`src/hdl/brs_pkg.sv`:
```
package brs_pkg;

    localparam int FIELD_BITS = 6;
    localparam int HIST_BITS  = 16;

    localparam logic [HIST_BITS-1:0] HIST_ONES    = 16'hFFFF;
    localparam logic [HIST_BITS-1:0] HIST_ZEROS   = 16'h0000;
    localparam logic [HIST_BITS-1:0] EDGE_MASK    = 16'b1111000000111111;
    localparam logic [HIST_BITS-1:0] RISE_PATTERN = 16'b0000000000111111;
    localparam logic [HIST_BITS-1:0] FALL_PATTERN = 16'b1111000000000000;

    localparam logic [FIELD_BITS-1:0] POLARITY_RESET = 6'd31;

    localparam logic [2:0] PH_IDLE      = 3'd0;
    localparam logic [2:0] PH_CW_END    = 3'd1;
    localparam logic [2:0] PH_CW_BEGIN  = 3'd2;
    localparam logic [2:0] PH_CW_MID    = 3'd3;
    localparam logic [2:0] PH_CCW_BEGIN = 3'd4;
    localparam logic [2:0] PH_CCW_END   = 3'd5;
    localparam logic [2:0] PH_CCW_MID   = 3'd6;

    typedef struct packed {
        logic right;
        logic left;
    } step_t;

    typedef struct packed {
        logic [2:0] phase;
        step_t      step;
    } enc_entry_t;

    function automatic enc_entry_t enc_next(input logic [2:0] phase, input logic [1:0] col);
        enc_entry_t e;
        e.phase = PH_IDLE;
        e.step  = '0;
        case (phase)
            PH_CW_END:
            begin
                case (col)
                    2'd0:    e.phase = PH_CW_MID;
                    2'd1:    e.phase = PH_IDLE;
                    2'd2:    e.phase = PH_CW_END;
                    default: e.step.right = 1'b1;
                endcase
            end
            PH_CW_BEGIN:
            begin
                case (col)
                    2'd0:    e.phase = PH_CW_MID;
                    2'd1:    e.phase = PH_CW_BEGIN;
                    default: e.phase = PH_IDLE;
                endcase
            end
            PH_CW_MID:
            begin
                case (col)
                    2'd0:    e.phase = PH_CW_MID;
                    2'd1:    e.phase = PH_CW_BEGIN;
                    2'd2:    e.phase = PH_CW_END;
                    default: e.phase = PH_IDLE;
                endcase
            end
            PH_CCW_BEGIN:
            begin
                case (col)
                    2'd0:    e.phase = PH_CCW_MID;
                    2'd2:    e.phase = PH_CCW_BEGIN;
                    default: e.phase = PH_IDLE;
                endcase
            end
            PH_CCW_END:
            begin
                case (col)
                    2'd0:    e.phase = PH_CCW_MID;
                    2'd1:    e.phase = PH_CCW_END;
                    2'd2:    e.phase = PH_IDLE;
                    default: e.step.left = 1'b1;
                endcase
            end
            PH_CCW_MID:
            begin
                case (col)
                    2'd0:    e.phase = PH_CCW_MID;
                    2'd1:    e.phase = PH_CCW_END;
                    2'd2:    e.phase = PH_CCW_BEGIN;
                    default: e.phase = PH_IDLE;
                endcase
            end
            default:
            begin
                case (col)
                    2'd1:    e.phase = PH_CW_BEGIN;
                    2'd2:    e.phase = PH_CCW_BEGIN;
                    default: e.phase = PH_IDLE;
                endcase
            end
        endcase
        return e;
    endfunction

endpackage

```
`src/hdl/brs_enc.sv`:
```
module brs_enc
(
    input  logic          clk,
    input  logic          rst_n,
    input  logic          adv,
    input  logic          rot_a,
    input  logic          rot_b,
    output brs_pkg::step_t step
);

    logic [2:0]          phase_reg;
    brs_pkg::enc_entry_t entry;

    assign entry = brs_pkg::enc_next(phase_reg, {rot_a, rot_b});
    assign step  = entry.step;

    always_ff @(posedge clk or negedge rst_n)
    begin
        if (!rst_n)
        begin
            phase_reg <= brs_pkg::PH_IDLE;
        end
        else if (adv)
        begin
            phase_reg <= entry.phase;
        end
    end

endmodule

```
`src/hdl/brs_btn.sv`:
```
module brs_btn
#(
    parameter int NUM_BUTTONS = 6
)
(
    input  logic                           clk,
    input  logic                           rst_n,
    input  logic                           adv,
    input  logic                           cfg_we,
    input  logic [brs_pkg::FIELD_BITS-1:0] cfg_data,
    input  logic [brs_pkg::FIELD_BITS-1:0] levels,
    output logic [brs_pkg::FIELD_BITS-1:0] events
);

    localparam int HB = brs_pkg::HIST_BITS;

    logic [brs_pkg::FIELD_BITS-1:0] polarity_reg;
    logic [NUM_BUTTONS-1:0]         hit;

    always_ff @(posedge clk or negedge rst_n)
    begin
        if (!rst_n)
        begin
            polarity_reg <= brs_pkg::POLARITY_RESET;
        end
        else if (cfg_we)
        begin
            polarity_reg <= cfg_data;
        end
    end

    genvar g;
    generate
        for (g = 0; g < NUM_BUTTONS; g++)
        begin : g_btn
            logic          pol;
            logic          lvl;
            logic          pol_rst;
            logic          btn_hit;
            logic [HB-1:0] shifted;
            logic [HB-1:0] hist_reg;
            logic [HB-1:0] hist_next;

            if (g < brs_pkg::FIELD_BITS)
            begin : g_wired
                assign pol     = polarity_reg[g];
                assign lvl     = levels[g];
                assign pol_rst = brs_pkg::POLARITY_RESET[g];
            end
            else
            begin : g_unwired
                assign pol     = 1'b0;
                assign lvl     = 1'b0;
                assign pol_rst = 1'b0;
            end

            assign shifted = {hist_reg[HB-2:0], lvl};
            assign hit[g]  = btn_hit;

            always_comb
            begin
                btn_hit   = 1'b0;
                hist_next = shifted;
                if (pol)
                begin
                    if ((shifted & brs_pkg::EDGE_MASK) == brs_pkg::RISE_PATTERN)
                    begin
                        btn_hit   = 1'b1;
                        hist_next = brs_pkg::HIST_ONES;
                    end
                end
                else
                begin
                    if ((shifted & brs_pkg::EDGE_MASK) == brs_pkg::FALL_PATTERN)
                    begin
                        btn_hit   = 1'b1;
                        hist_next = brs_pkg::HIST_ZEROS;
                    end
                end
            end

            // reload from the new polarity on a register write
            always_ff @(posedge clk or negedge rst_n)
            begin
                if (!rst_n)
                begin
                    hist_reg <= pol_rst ? brs_pkg::HIST_ZEROS : brs_pkg::HIST_ONES;
                end
                else if (cfg_we)
                begin
                    if (g < brs_pkg::FIELD_BITS)
                    begin
                        hist_reg <= cfg_data[g % brs_pkg::FIELD_BITS] ? brs_pkg::HIST_ZEROS
                                                                      : brs_pkg::HIST_ONES;
                    end
                    else
                    begin
                        hist_reg <= brs_pkg::HIST_ONES;
                    end
                end
                else if (adv)
                begin
                    hist_reg <= hist_next;
                end
            end
        end

        for (g = 0; g < brs_pkg::FIELD_BITS; g++)
        begin : g_evt
            if (g < NUM_BUTTONS)
            begin : g_on
                assign events[g] = hit[g];
            end
            else
            begin : g_off
                assign events[g] = 1'b0;
            end
        end
    endgenerate

endmodule

```
`src/hdl/button_and_rotary_scanner_core.sv`:
```
// Channel   Dir  Beat fields (low bit up)
// s_axis    in   tdata: rot_a[0], rot_b[1], button_levels[7:2]
// m_axis    out  tdata: turn_right[0], turn_left[1], button_events[7:2]
// cfg       in   cfg_data: button_polarity[5:0], written when cfg_we is high
//
// One beat per clock unless stalled; a result appears the cycle after its beat.
// Encoder phase and button histories advance at the input accept edge; the
// result register feeds m_axis. s_axis_tready is high while the result register
// is empty or being drained, so a stalled output holds its beat and stops input.
// Reset: phase neutral, polarity 31, histories reloaded from that polarity.
module button_and_rotary_scanner_core
#(
    parameter int NUM_BUTTONS = 6
)
(
    input  logic       clk,
    input  logic       rst_n,
    input  logic       s_axis_tvalid,
    output logic       s_axis_tready,
    input  logic [7:0] s_axis_tdata,   // rot_a, rot_b, button_levels[5:0]
    output logic       m_axis_tvalid,
    input  logic       m_axis_tready,
    output logic [7:0] m_axis_tdata,   // turn_right, turn_left, button_events[5:0]
    input  logic       cfg_we,
    input  logic [5:0] cfg_data
);

    logic                           adv;
    brs_pkg::step_t                 step;
    logic [brs_pkg::FIELD_BITS-1:0] events;
    logic                           out_valid_reg;
    logic [7:0]                     out_data_reg;

    assign s_axis_tready = !out_valid_reg || m_axis_tready;
    assign adv           = s_axis_tvalid && s_axis_tready;

    brs_enc u_enc
    (
        .clk   (clk),
        .rst_n (rst_n),
        .adv   (adv),
        .rot_a (s_axis_tdata[0]),
        .rot_b (s_axis_tdata[1]),
        .step  (step)
    );

    brs_btn #(.NUM_BUTTONS(NUM_BUTTONS)) u_btn
    (
        .clk      (clk),
        .rst_n    (rst_n),
        .adv      (adv),
        .cfg_we   (cfg_we),
        .cfg_data (cfg_data),
        .levels   (s_axis_tdata[7:2]),
        .events   (events)
    );

    always_ff @(posedge clk or negedge rst_n)
    begin
        if (!rst_n)
        begin
            out_valid_reg <= 1'b0;
        end
        else if (adv)
        begin
            out_valid_reg <= 1'b1;
        end
        else if (m_axis_tready)
        begin
            out_valid_reg <= 1'b0;
        end
    end

    always_ff @(posedge clk)
    begin
        if (adv)
        begin
            out_data_reg <= {events, step.left, step.right};
        end
    end

    assign m_axis_tvalid = out_valid_reg;
    assign m_axis_tdata  = out_data_reg;

endmodule

```
`config.mk`:
```
export PLATFORM = sky130hd
export DESIGN_NAME = button_and_rotary_scanner_core
export DESIGN_NICKNAME = d
export VERILOG_FILES = /design/src/hdl/brs_pkg.sv /design/src/hdl/brs_enc.sv /design/src/hdl/brs_btn.sv /design/src/hdl/button_and_rotary_scanner_core.sv
export SDC_FILE = /design/constraint.sdc
export NUM_CORES = 1
export LEC_CHECK = 0
export BUFFER_PORTS_ARGS = -buffer_cell sky130_fd_sc_hd__buf_2
export CORE_MARGIN = 2
export CORE_UTILIZATION = 40
export CTS_CLUSTER_SIZE = 10
export DETAILED_ROUTE_END_ITERATION = 8
export HOLD_SLACK_MARGIN = 0.02
export PLACE_DENSITY = 0.61
export SETUP_SLACK_MARGIN = 0.15
export SLEW_MARGIN = 20
export SYNTH_ARGS = -nofsm -noshare
export SYNTH_HDL_FRONTEND = slang
export SYNTH_SLANG_ARGS = --single-unit
export TNS_END_PERCENT = 50
```
`constraint.sdc`:
```
create_clock -name clk -period 4.65 [get_ports clk]
set_input_delay 0.93 -clock clk [delete_from_list [all_inputs] [get_ports clk]]
set_output_delay 0.93 -clock clk [all_outputs]
set_load 0.005 [all_outputs]
```
**Yosys cells after proc, flatten, opt, wreduce, memory -nomap -nowiden**

Cells that the tools add are included.

- Bits in registers: 108
- Output and inout port bits: 10
- Word-level logic and storage cells: 104

- Eq/ne operators: 20
- Muxes and demuxes: 65
- Reductions and logical operators: 7

Operator list:

| cell | count |
|---|---|
| $mux W15 | 36 |
| $eq A10 B10 Y1 const B | 6 |
| $eq A10 B6 Y1 const B | 6 |
| $mux W1 | 21 |
| $pmux W3 S2 | 3 |
| $pmux W3 S6 | 1 |
| $eq A3 B3 Y1 const B | 3 |
| $pmux W3 S3 | 1 |
| $pmux W2 S2 | 2 |
| $eq A3 B2 Y1 const B | 2 |
| $pmux W2 S3 | 1 |
| $reduce_bool A2 Y1 | 2 |
| $eq A3 B1 Y1 const B | 1 |
| $reduce_or A3 Y1 | 1 |
| $eq A2 B1 Y1 const B | 1 |
| $eq A2 B2 Y1 const B | 1 |
| $logic_not A2 Y1 | 1 |
| $logic_and A1 B1 Y1 | 1 |
| $logic_not A1 Y1 | 1 |
| $logic_or A1 B1 Y1 | 1 |

**Longest topological paths before layout**

Gate-level depths: netlist (run 1).

- Word-level depth: 5
- Mapped depth: 7
- Mapped depth without buffers: 6

**Cells and area by module**

Synthesis (run 1) repeated with hierarchy kept, for this count alone.

- Cell total of the unflattened synthesis: 511
- Area, all modules: 5449.0 sq um

Modules (own cells, without submodules):

| module | times used | cells each | area an instance (sq um) | seq. area each (sq um) |
|---|---|---|---|---|
| brs_btn | 1 | 463 | 4864.7 | 2427.3 |
| button_and_rotary_scanner_core | 1 | 12 | 294.0 | 265.3 |
| brs_enc | 1 | 36 | 290.3 | 75.1 |

**Worst setup path after synthesis (run 1)**

Ideal clock, no wire load.

- Path kind: input -> output
- From: in m_axis_tready
- To: out s_axis_tready
- Arrival: 1140 ps
- Data required time: 3720 ps
- Setup slack: 2580 ps
- Cell stages on the path: 2
- Buffers on the path: 0
- Path through: nor2b_4 -> inv_2

- Longest elaborated chain between the ends: 1

RTL lines:

| element | line | RTL |
|---|---|---|
| start: declaration | button_and_rotary_scanner_core.sv:22 | `input logic m_axis_tready,` |
| $logic_or A1 B1 Y1 | button_and_rotary_scanner_core.sv:34 | `assign s_axis_tready = !out_valid_reg \|\| m_axis_tready;` |
| end: declaration | button_and_rotary_scanner_core.sv:19 | `output logic s_axis_tready,` |

Every way passes these cells.

**Worst setup path after layout (run 1)**

- From: in cfg_we
- To: reg u_btn.g_btn[5].hist_reg[4]

- Longest elaborated chain between the ends: 1
- Elaborated cells between the ends (all ways): 2
- Classes of those cells: 1 x mux; 1 x reduce/logical

RTL lines:

| element | line | RTL |
|---|---|---|
| start: declaration | button_and_rotary_scanner_core.sv:24 | `input logic cfg_we,` |
| $mux W15 / $reduce_bool A2 Y1 (equally long branches) | -- |  |
| end signal: assignment | brs_btn.sv:87 | `hist_reg <= pol_rst ? brs_pkg::HIST_ZEROS : brs_pkg::HIST_ONES;` |
| end signal: assignment | brs_btn.sv:93 | `hist_reg <= cfg_data[g % brs_pkg::FIELD_BITS] ? brs_pkg::HIST_ZEROS` |
| end signal: assignment | brs_btn.sv:98 | `hist_reg <= brs_pkg::HIST_ONES;` |
| end: declaration | brs_btn.sv:41 | `logic [HB-1:0] hist_reg;` |

Parallel ways exist; a longest one is shown, timed or not.
A chain may end at the register's enable or synchronous reset.

==> results of run 1 <==
-- area by class of cell --
cell class	instances	area [um2]	area share, %
clock buffers	11	233	4.26
clock inverters	5	30.0	0.550
inverters	4	15.0	0.275
multi-input cells	321	2040	37.4
flip-flops and latches	108	2770	50.7
well taps	147	184	3.37
repair buffers	32	193	3.53
-- worst register-to-register path: cells and delay by family, from the launching register on --
| family | cells | cell delay [ns] |
|---|---|---|
| AOI/OAI and AO/OA | 3 | 0.81 |
| buffers and inverters | 2 | 0.62 |
| DFF | 1 | 0.35 |
| and+or+nand+nor | 1 | 0.25 |
-- logic make-up (layout without fill, tap and decap cells) --
logic type | count (synthesis) | count (layout)
AND/OR/NAND/NOR | 147 | 147
flip-flops | 108 | 108
multiplexers | 7 | 7
AO/OA/AOI/OAI | 167 | 167
buffers and inverters | 31 | 52
-- Yosys cell counts (4+ instances only) --
| cell | n | share of area [%] |
|---|---|---|
| a211oi_1 | 5 | 0.76 |
| a21oi_1 | 36 | 3.7 |
| a221o_1 | 29 | 5.9 |
| a31oi_1 | 29 | 3.7 |
| and3_1 | 12 | 1.5 |
| buf_2 | 13 | 1.3 |
| clkbuf_1 | 11 | 0.84 |
| dfrtp_1 | 80 | 41 |
| dfstp_2 | 20 | 11 |
| edfxtp_1 | 8 | 4.9 |
| mux2_2 | 6 | 1.4 |
| nand2_1 | 14 | 1.1 |
| nand2b_1 | 11 | 1.4 |
| nand3_1 | 6 | 0.61 |
| nand4_1 | 6 | 0.76 |
| nand4b_1 | 5 | 0.89 |
| nor2_1 | 61 | 4.6 |
| nor3_4 | 4 | 1.3 |
| nor4_1 | 4 | 0.51 |
| nor4b_1 | 4 | 0.71 |
| o21ai_0 | 10 | 1.0 |
| o21ai_1 | 45 | 4.6 |
| or3_1 | 6 | 0.76 |
-- layer usage --
layer | vias to the layer above | GRT usage (%) | wire [um]
li1 | 1775 | - | -
met4 | 0 | 4.26 | 91
met1 | 1826 | 24.1 | 5080
met2 | 60 | 26.6 | 4760
met3 | 7 | 4.96 | 409
met5 | - | 0 | 0
-- worst paths after layout --
kind                                            start                          end  cells past startpoint
min                        u_btn.g_btn[5].hist_reg[4]   u_btn.g_btn[5].hist_reg[4]                      2
min reg2reg                u_btn.g_btn[5].hist_reg[4]   u_btn.g_btn[5].hist_reg[4]                      2
max in group asynchronous                       rst_n        u_btn.polarity_reg[1]                      2
max                                            cfg_we   u_btn.g_btn[5].hist_reg[4]                      5
max reg2reg                             m_axis_tvalid  u_btn.g_btn[5].hist_reg[10]                      6
min in group asynchronous                       rst_n  u_btn.g_btn[0].hist_reg[11]                      1
-- power by group --
group	leakage [nW]	switching (mW)	total [mW]	internal [mW]
clock	0.127	0.336	0.698	0.361
combinational	0.836	0.162	0.296	0.134
sequential	1.24	0.111	1.19	1.08
total	2.21	0.610	2.18	1.57
-- per-stage QoR --
step / cell area, um2 / utilization [%] / hold slack [ns] / worst slack, ns / total power, mW
floorplan: 4920 / - / 0.458 / 2.58 / 1.40
global placement: 5170 / 43.1 / 0.483 / 1.69 / 1.48
detailed placement: 5170 / 43.1 / 0.481 / 1.68 / 1.50
CTS: 5440 / 45.3 / 0.494 / 2.04 / 2.21
global route: 5460 / 45.5 / 0.531 / 1.84 / 2.30
finish: 5460 / 45.5 / 0.499 / 2.01 / 2.18
==> results.json, run 1 <==
{
  "cts.reportedPaths.clkPinSlew_ns": 0.07,
  "core_um2": 12000,
  "initial_core_util_pct": 41.0,
  "cpLargestDelayFamily": "buffers and inverters",
  "period_minus_slack_ns": 2.64,
  "cts_buffers": 9,
  "ys.flop_type": "dfrtp_1",
  "synth_mux_area_share_pct": 1.58,
  "drtPass1Iterations": 4,
  "cp_num_buf_inv": 2,
  "ys_seq_elements": 108,
  "cts_buffer_depth": 2,
  "vdd_drop_max_mv": 0.229,
  "synth_fa_ha_area_share_pct": 0,
  "synthCells": 460,
  "yosys.area_share.simple_pct": 17.5,
  "antenna_cells": 0,
  "rsz0062_at_grt": "false",
  "worstSetupEndpointType": "register",
  "skew_ns": 0.00754,
  "fin_cells": 628,
  "cpMaxStageDelayCell": "nor2_1",
  "dp.cells": 611,
  "antenna_found_initial": 0,
  "final_common_cell": "dfrtp_1",
  "ys_warn_count": 0,
  "reg2reg_setup_slack_ns": 2.54,
  "die_x_um": 115,
  "synth_cell_types": 49,
  "status": "complete, no violations",
  "cp.required_ns": 4.93,
  "largest_register_ffs": 90,
  "power_density_nw_per_um2": 400,
  "cts_hold_buf": 0,
  "cts_tree": "yes",
  "cts_htree_levels": 3,
  "synth_edf_count": 8,
  "postCtsSetupBuffers": 0,
  "path_cells": "buf_2 -> inv_1 -> nor2_1 -> a21oi_1 -> o21ai_1",
  "synth_area_per_cell_um2": 10.7,
  "setup_viol": 0,
  "clock_sinks": 108,
  "post-route-period-util_pct": 56.7,
  "cp.arrival_ns": 2.92,
  "syn_nets": 479,
  "crit_type": "primary input to register",
  "layout-drive-gt1-share_pct": 18.7,
  "ys_seq_area_share_pct": 56.2,
  "grt.total_usage_pct": 17.2,
  "hold_viol": 0,
  "p_leak_nw": 2.21,
  "areaGrowthSynthToFinish_pct": 11.0,
  "setup_tns_ns": 0,
  "netlist_area_um2": 4920,
  "clock_latency_ns": 0.35,
  "num_rows": 40,
  "vias": 3668,
  "drt_wl_total_um": 10300,
  "routabilityCongestion": 0.777,
  "worst_pin_slew_ns": 0.940,
  "port_buffers": 28,
  "critPathLaunchType": "primary input",
  "dpl.hpwl_um": 6620,
  "drv_cap": 0,
  "grt_pass1_vias": 3569,
  "async_reset_ff_share_pct": 92.6,
  "ant_nets": 0,
  "synth_top_family_by_area": "compound AO/OA/AOI/OAI gates",
  "nFillCells": 1127,
  "cts_root_buffer": "clkbuf_16",
  "drtIter0Drc": 287,
  "die_area_um2": 13200,
  "ios": 29,
  "grt_pass1_wl_um": 18100,
  "grt_remaining_overflow": 0,
  "post-route-drc-count": 0,
  "synth_compound_area_share_pct": 22.0,
  "slew_violations": 0,
  "cts_resized": 0,
  "die_y_um": 115,
  "fmax_mhz": 379,
  "grt_max_degree": 66,
  "relSlewSlack_pct": 37.1,
  "nets": 495,
  "synthXorXnorAreaFrac_pct": 0,
  "hold_class": "register to register",
  "crit_fanout": 28,
  "wl_per_cell_um": 16.5,
  "slowest_delay_ns": 0.82,
  "viasPerCell": 5.84,
  "mostFrequentLayoutCells": "dfrtp_1, nor2_1, o21ai_1"
}
Note: power is estimated with default switching activity, not from simulation.
==> inputs of run 2 (changes only) <==
- clock period: 4.65 -> 2.6 ns (I/O delays scaled with it)
==> results.json, run 2 (synthesis gave the netlist of run 1 again) <==
{
  "status": "complete, no violations",
  "initial_core_util_pct": 41.0,
  "slew_violations": 0,
  "cts_buffer_depth": 2,
  "crit_type": "register to register",
  "worstReg2RegStart": "m_axis_tvalid",
  "cts_tree": "yes",
  "worst_pin_slew_ns": 0.731,
  "antenna_cells": 0,
  "clock_sinks": 108,
  "post-route-drc-count": 0,
  "p_leak_nw": 2.26,
  "vias": 3664,
  "cp.arrival_ns": 2.09,
  "die_y_um": 115,
  "skew_ns": 0.00665,
  "grt_pass1_wl_um": 17900,
  "worstSetupEndpointType": "register",
  "die_area_um2": 13200,
  "power_density_nw_per_um2": 723,
  "hold_class": "primary input to asynchronous set/reset pin",
  "wl_per_cell_um": 16.7,
  "placed_cell_area_um2": 5250,
  "drt_wl_total_um": 10600,
  "grt_max_degree": 43,
  "nets": 503,
  "layout-drive-gt1-share_pct": 20.4,
  "drtPass1Iterations": 4,
  "postCtsSetupBuffers": 0,
  "rsz0062_at_grt": "false",
  "cts_buffers": 9,
  "ios": 29,
  "ant_nets": 0,
  "core_um2": 12000,
  "setup_viol": 0,
  "final_common_cell": "dfrtp_1",
  "crit_start": "m_axis_tvalid",
  "worst-r2r-cell-count": 6,
  "port_buffers": 28,
  "clock_latency_ns": 0.35,
  "antenna_found_initial": 0,
  "largest_register_ffs": 90,
  "die_x_um": 115,
  "post-route-period-util_pct": 71.2,
  "routabilityCongestion": 0.741,
  "areaGrowthSynthToFinish_pct": 12.4,
  "crit_fanout": 13,
  "drtIter0Drc": 306,
  "num_rows": 40,
  "drv_cap": 0,
  "cts.reportedPaths.clkPinSlew_ns": 0.07,
  "cp.required_ns": 2.84,
  "cts_resized": 0,
  "grt.total_usage_pct": 17.2,
  "cts_root_buffer": "clkbuf_16",
  "hold_viol": 0,
  "period_minus_slack_ns": 1.85,
  "fmax_mhz": 540,
  "mostFrequentLayoutCells": "dfrtp_1, nor2_1, o21ai_1",
  "viasPerCell": 5.76,
  "grt_pass1_vias": 3496,
  "nFillCells": 1154,
  "critPathLaunchType": "register",
  "dpl.hpwl_um": 7160,
  "setup_tns_ns": 0,
  "cts_htree_levels": 3,
  "grt_remaining_overflow": 0,
  "final_cell_area_um2": 5540,
  "cts_hold_buf": 0,
  "vdd_drop_max_mv": 0.375,
  "relSlewSlack_pct": 51.1
}
## run 2: cell types whose count changed in the layout (fill, tap and decap cells not counted)
cell        previous run  this run
buf_4                  4        12
clkinv_2               2         5
buf_12                 0         1
buf_16                 1         0
bufinv_16              0         1
clkbuf_1               2         1
clkinv_1               1         0
clkinv_4               1         0
clkinvlp_4             1         0
## run 2: where the power goes
group | internal, mW | switching, mW | total (mW) | leakage, nW
Sequential | 1.93 | 0.200 | 2.13 | 1.24
Clock | 0.739 | 0.599 | 1.34 | 0.146
Combinational | 0.246 | 0.293 | 0.539 | 0.872
## run 2: cell type report
cell class | instances | area [um2] | share of cell area [%]
clock buffers | 10 | 229 | 4.13
clock inverters | 6 | 55.1 | 0.994
inverters | 4 | 15.0 | 0.271
multi-input cells | 321 | 2040 | 36.9
flip-flops and latches | 108 | 2770 | 50.0
well taps | 147 | 184 | 3.32
repair buffers | 40 | 245 | 4.43
## run 2: layer usage
layer	GRT usage [%]	up-vias	share of wire, %
met5	0	-	0
met4	6.59	0	0.67
met3	3.64	4	4.3
met2	25.9	59	47
met1	24.4	1806	49
li1	-	1795	-
## run 2: path summary, 6_finish.rpt
path                                              endpoint  slack (ns)
worst max-delay path            u_btn.g_btn[3].hist_reg[3]        0.75
worst min-delay path            u_btn.g_btn[0].hist_reg[7]        0.16
worst max register to register  u_btn.g_btn[3].hist_reg[3]        0.75
worst min register to register  u_btn.g_btn[5].hist_reg[4]        0.49
max in group asynchronous       u_btn.g_btn[5].hist_reg[6]        1.70
min in group clk                u_btn.g_btn[3].hist_reg[5]        0.40
## run 2: stage by stage
stage	total power [mW]	std cells	hold WS (ns)	setup WS [ns]	util (%)
after detailed placement	2.70	620	0.489	0.505	43.7
after floorplan	2.50	460	0.224	0.971	-
after CTS	4.05	636	0.169	0.743	46.1
final	4.01	636	0.155	0.749	46.1
after global placement	2.67	620	0.480	0.537	43.7
after global routing	4.23	636	0.194	0.640	46.1
## run 2: worst max-delay path, stage by stage, from the launching register on
cell and delay [ns]:
dfrtp_1 0.35, nor2b_4 0.24, inv_2 0.14, nand2_1 0.27
inv_2 0.23, and2_4 0.21, a221o_1 0.30
==> inputs of run 3 (changes only) <==
- PLACE_DENSITY: 0.61 -> 0.63
- clock period: 2.6 -> 1.5 ns (I/O delays scaled with it)
==> results.json, run 3 (synthesis gave the netlist of run 1 again) <==
{
  "setup_tns_ns": -0.542,
  "min_from": "cfg_data[0]",
  "cts.reportedPaths.clkPinSlew_ns": 0.07,
  "die_y_um": 115,
  "areaGrowthSynthToFinish_pct": 36.5,
  "grt.total_usage_pct": 19.1,
  "cp.arrival_ns": 1.82,
  "grt_pass1_vias": 3881,
  "ios": 29,
  "post-route-drc-count": 0,
  "die_area_um2": 13200,
  "worst_pin_slew_ns": 0.854,
  "worstReg2RegStart": "m_axis_tvalid",
  "drt_wl_total_um": 12600,
  "status": "finished, violations left",
  "crit_top_cell": "buf_6",
  "core_um2": 12000,
  "routabilityCongestion": 0.881,
  "viasPerCell": 5.83,
  "slowest_delay_ns": 0.35,
  "dpl.hpwl_um": 7410,
  "ant_nets": 0,
  "hold_viol": 0,
  "clock_latency_ns": 0.35,
  "fmax_mhz": 650,
  "layout-drive-gt1-share_pct": 38.3,
  "violations": "negative setup slack",
  "vdd_drop_max_mv": 0.616,
  "register_area_um2": 2770,
  "initial_core_util_pct": 41.0,
  "placed_cell_area_um2": 5590,
  "antenna_cells": 0,
  "worst_slack_ns": -0.0376,
  "wl_per_cell_um": 18.0,
  "critPathLaunchType": "register",
  "final_common_cell": "dfrtp_1",
  "clock_sinks": 108,
  "post-route-period-util_pct": 103,
  "nets": 568,
  "path_cells": "nor2b_4 -> inv_4 -> buf_6 -> a21oi_4 -> buf_6 -> clkbuf_16 -> a221o_1",
  "port_buffers": 28,
  "antenna_found_initial": 0,
  "power_density_nw_per_um2": 1130,
  "cp.required_ns": 1.78,
  "setup_viol": 32,
  "largest_register_ffs": 90,
  "mostFrequentLayoutCells": "dfrtp_1, nor2_1, o21ai_1",
  "drtPass1Iterations": 4,
  "drtIter0Drc": 337,
  "crit_type": "register to register",
  "vias": 4089,
  "skew_ns": 0.00916,
  "cts_buffer_depth": 2,
  "slew_violations": 0,
  "grt_pass1_wl_um": 19700,
  "rsz0062_at_grt": "true",
  "period_minus_slack_ns": 1.54,
  "worstSetupEndpointType": "register",
  "nFillCells": 990,
  "grt_remaining_overflow": 0,
  "hold_class": "primary input to register",
  "crit_start": "m_axis_tvalid",
  "cts_root_buffer": "clkbuf_16",
  "post-place-ws_ns": -0.0862,
  "cpMaxStageDelayCell": "dfrtp_1",
  "multi_input_area_um2": 2330,
  "cts_buffers": 9,
  "grt_max_degree": 36,
  "final_util_pct": 56.0,
  "num_rows": 40,
  "cpLargestDelayFamily": "buffers and inverters",
  "die_x_um": 115,
  "crit_fanout": 12,
  "relSlewSlack_pct": 42.9,
  "cts_tree": "yes",
  "cp_num_buf_inv": 4,
  "cts_htree_levels": 3,
  "p_leak_nw": 2.76,
  "drv_cap": 0,
  "final_cell_area_um2": 6720
}
-- run 3: changes by cell type in the layout (fill, tap and decap cells not counted), moves of 5 or more --
cell       previous run  this run
nor2_1               61        49
nand2_1              14         9
clkbuf_16             9        15
nor2_2                0         9
a211oi_1              5         0
buf_4                12        37
a21oi_1              36        22
buf_12                1        13
a21oi_2               0        10
a211oi_2              0         5
buf_6                 0        16
-- run 3: routing by layer --
metal	wire length, um	track usage (%)	up-vias
met5	0	0	-
met4	162	6.18	0
met3	574	4.74	13
met2	6230	30.8	83
met1	5650	25.4	2064
li1	-	-	1929
-- run 3: area by class of cell --
cell class | count | area share [%]
inverter | 4 | 0.298
sequential | 108 | 41.2
tap | 147 | 2.74
clock inverter | 2 | 0.521
clock buffer | 14 | 3.93
multi-input combinational | 321 | 34.6
timing repair buffer | 105 | 16.7
-- run 3: stage by stage --
step | cells | hold slack, ns | total power [mW]
floorplan | 460 | 0.00441 | 4.34
global placement | 653 | 0.219 | 4.74
detailed placement | 653 | 0.219 | 4.79
CTS | 689 | 0.174 | 7.39
global route | 701 | 0.184 | 7.95
finish | 701 | 0.199 | 7.57
-- run 3: report_power, final --
part / internal (mW) / leakage [nW] / switching [mW]
Sequential: 3.35 / 1.24 / 0.383
Clock: 1.39 / 0.147 / 1.02
Combinational: 0.759 / 1.38 / 0.678
-- run 3: final timing paths --
path                                          endpoint  slack (ns)  cells after the start
max                         u_btn.g_btn[2].hist_reg[4]       -0.04                      7
min                         u_btn.g_btn[0].hist_reg[4]        0.20                      2
max reg2reg                 u_btn.g_btn[2].hist_reg[4]       -0.04                      7
min reg2reg                 u_btn.g_btn[5].hist_reg[4]        0.50                      2
max in group asynchronous        u_btn.polarity_reg[3]        0.53                      3
min in group asynchronous  u_btn.g_btn[0].hist_reg[11]        0.38                      2
-- run 3: timing repair --
item                                   4_1_cts  5_1_grt
hold buffers                                 1        0
gates cloned                                 3        6
gates resized for setup                     50       45
endpoints found under the hold margin       18        0
pin swaps                                   43       28
buffers inserted                            16        6
setup endpoints to repair                   93      107
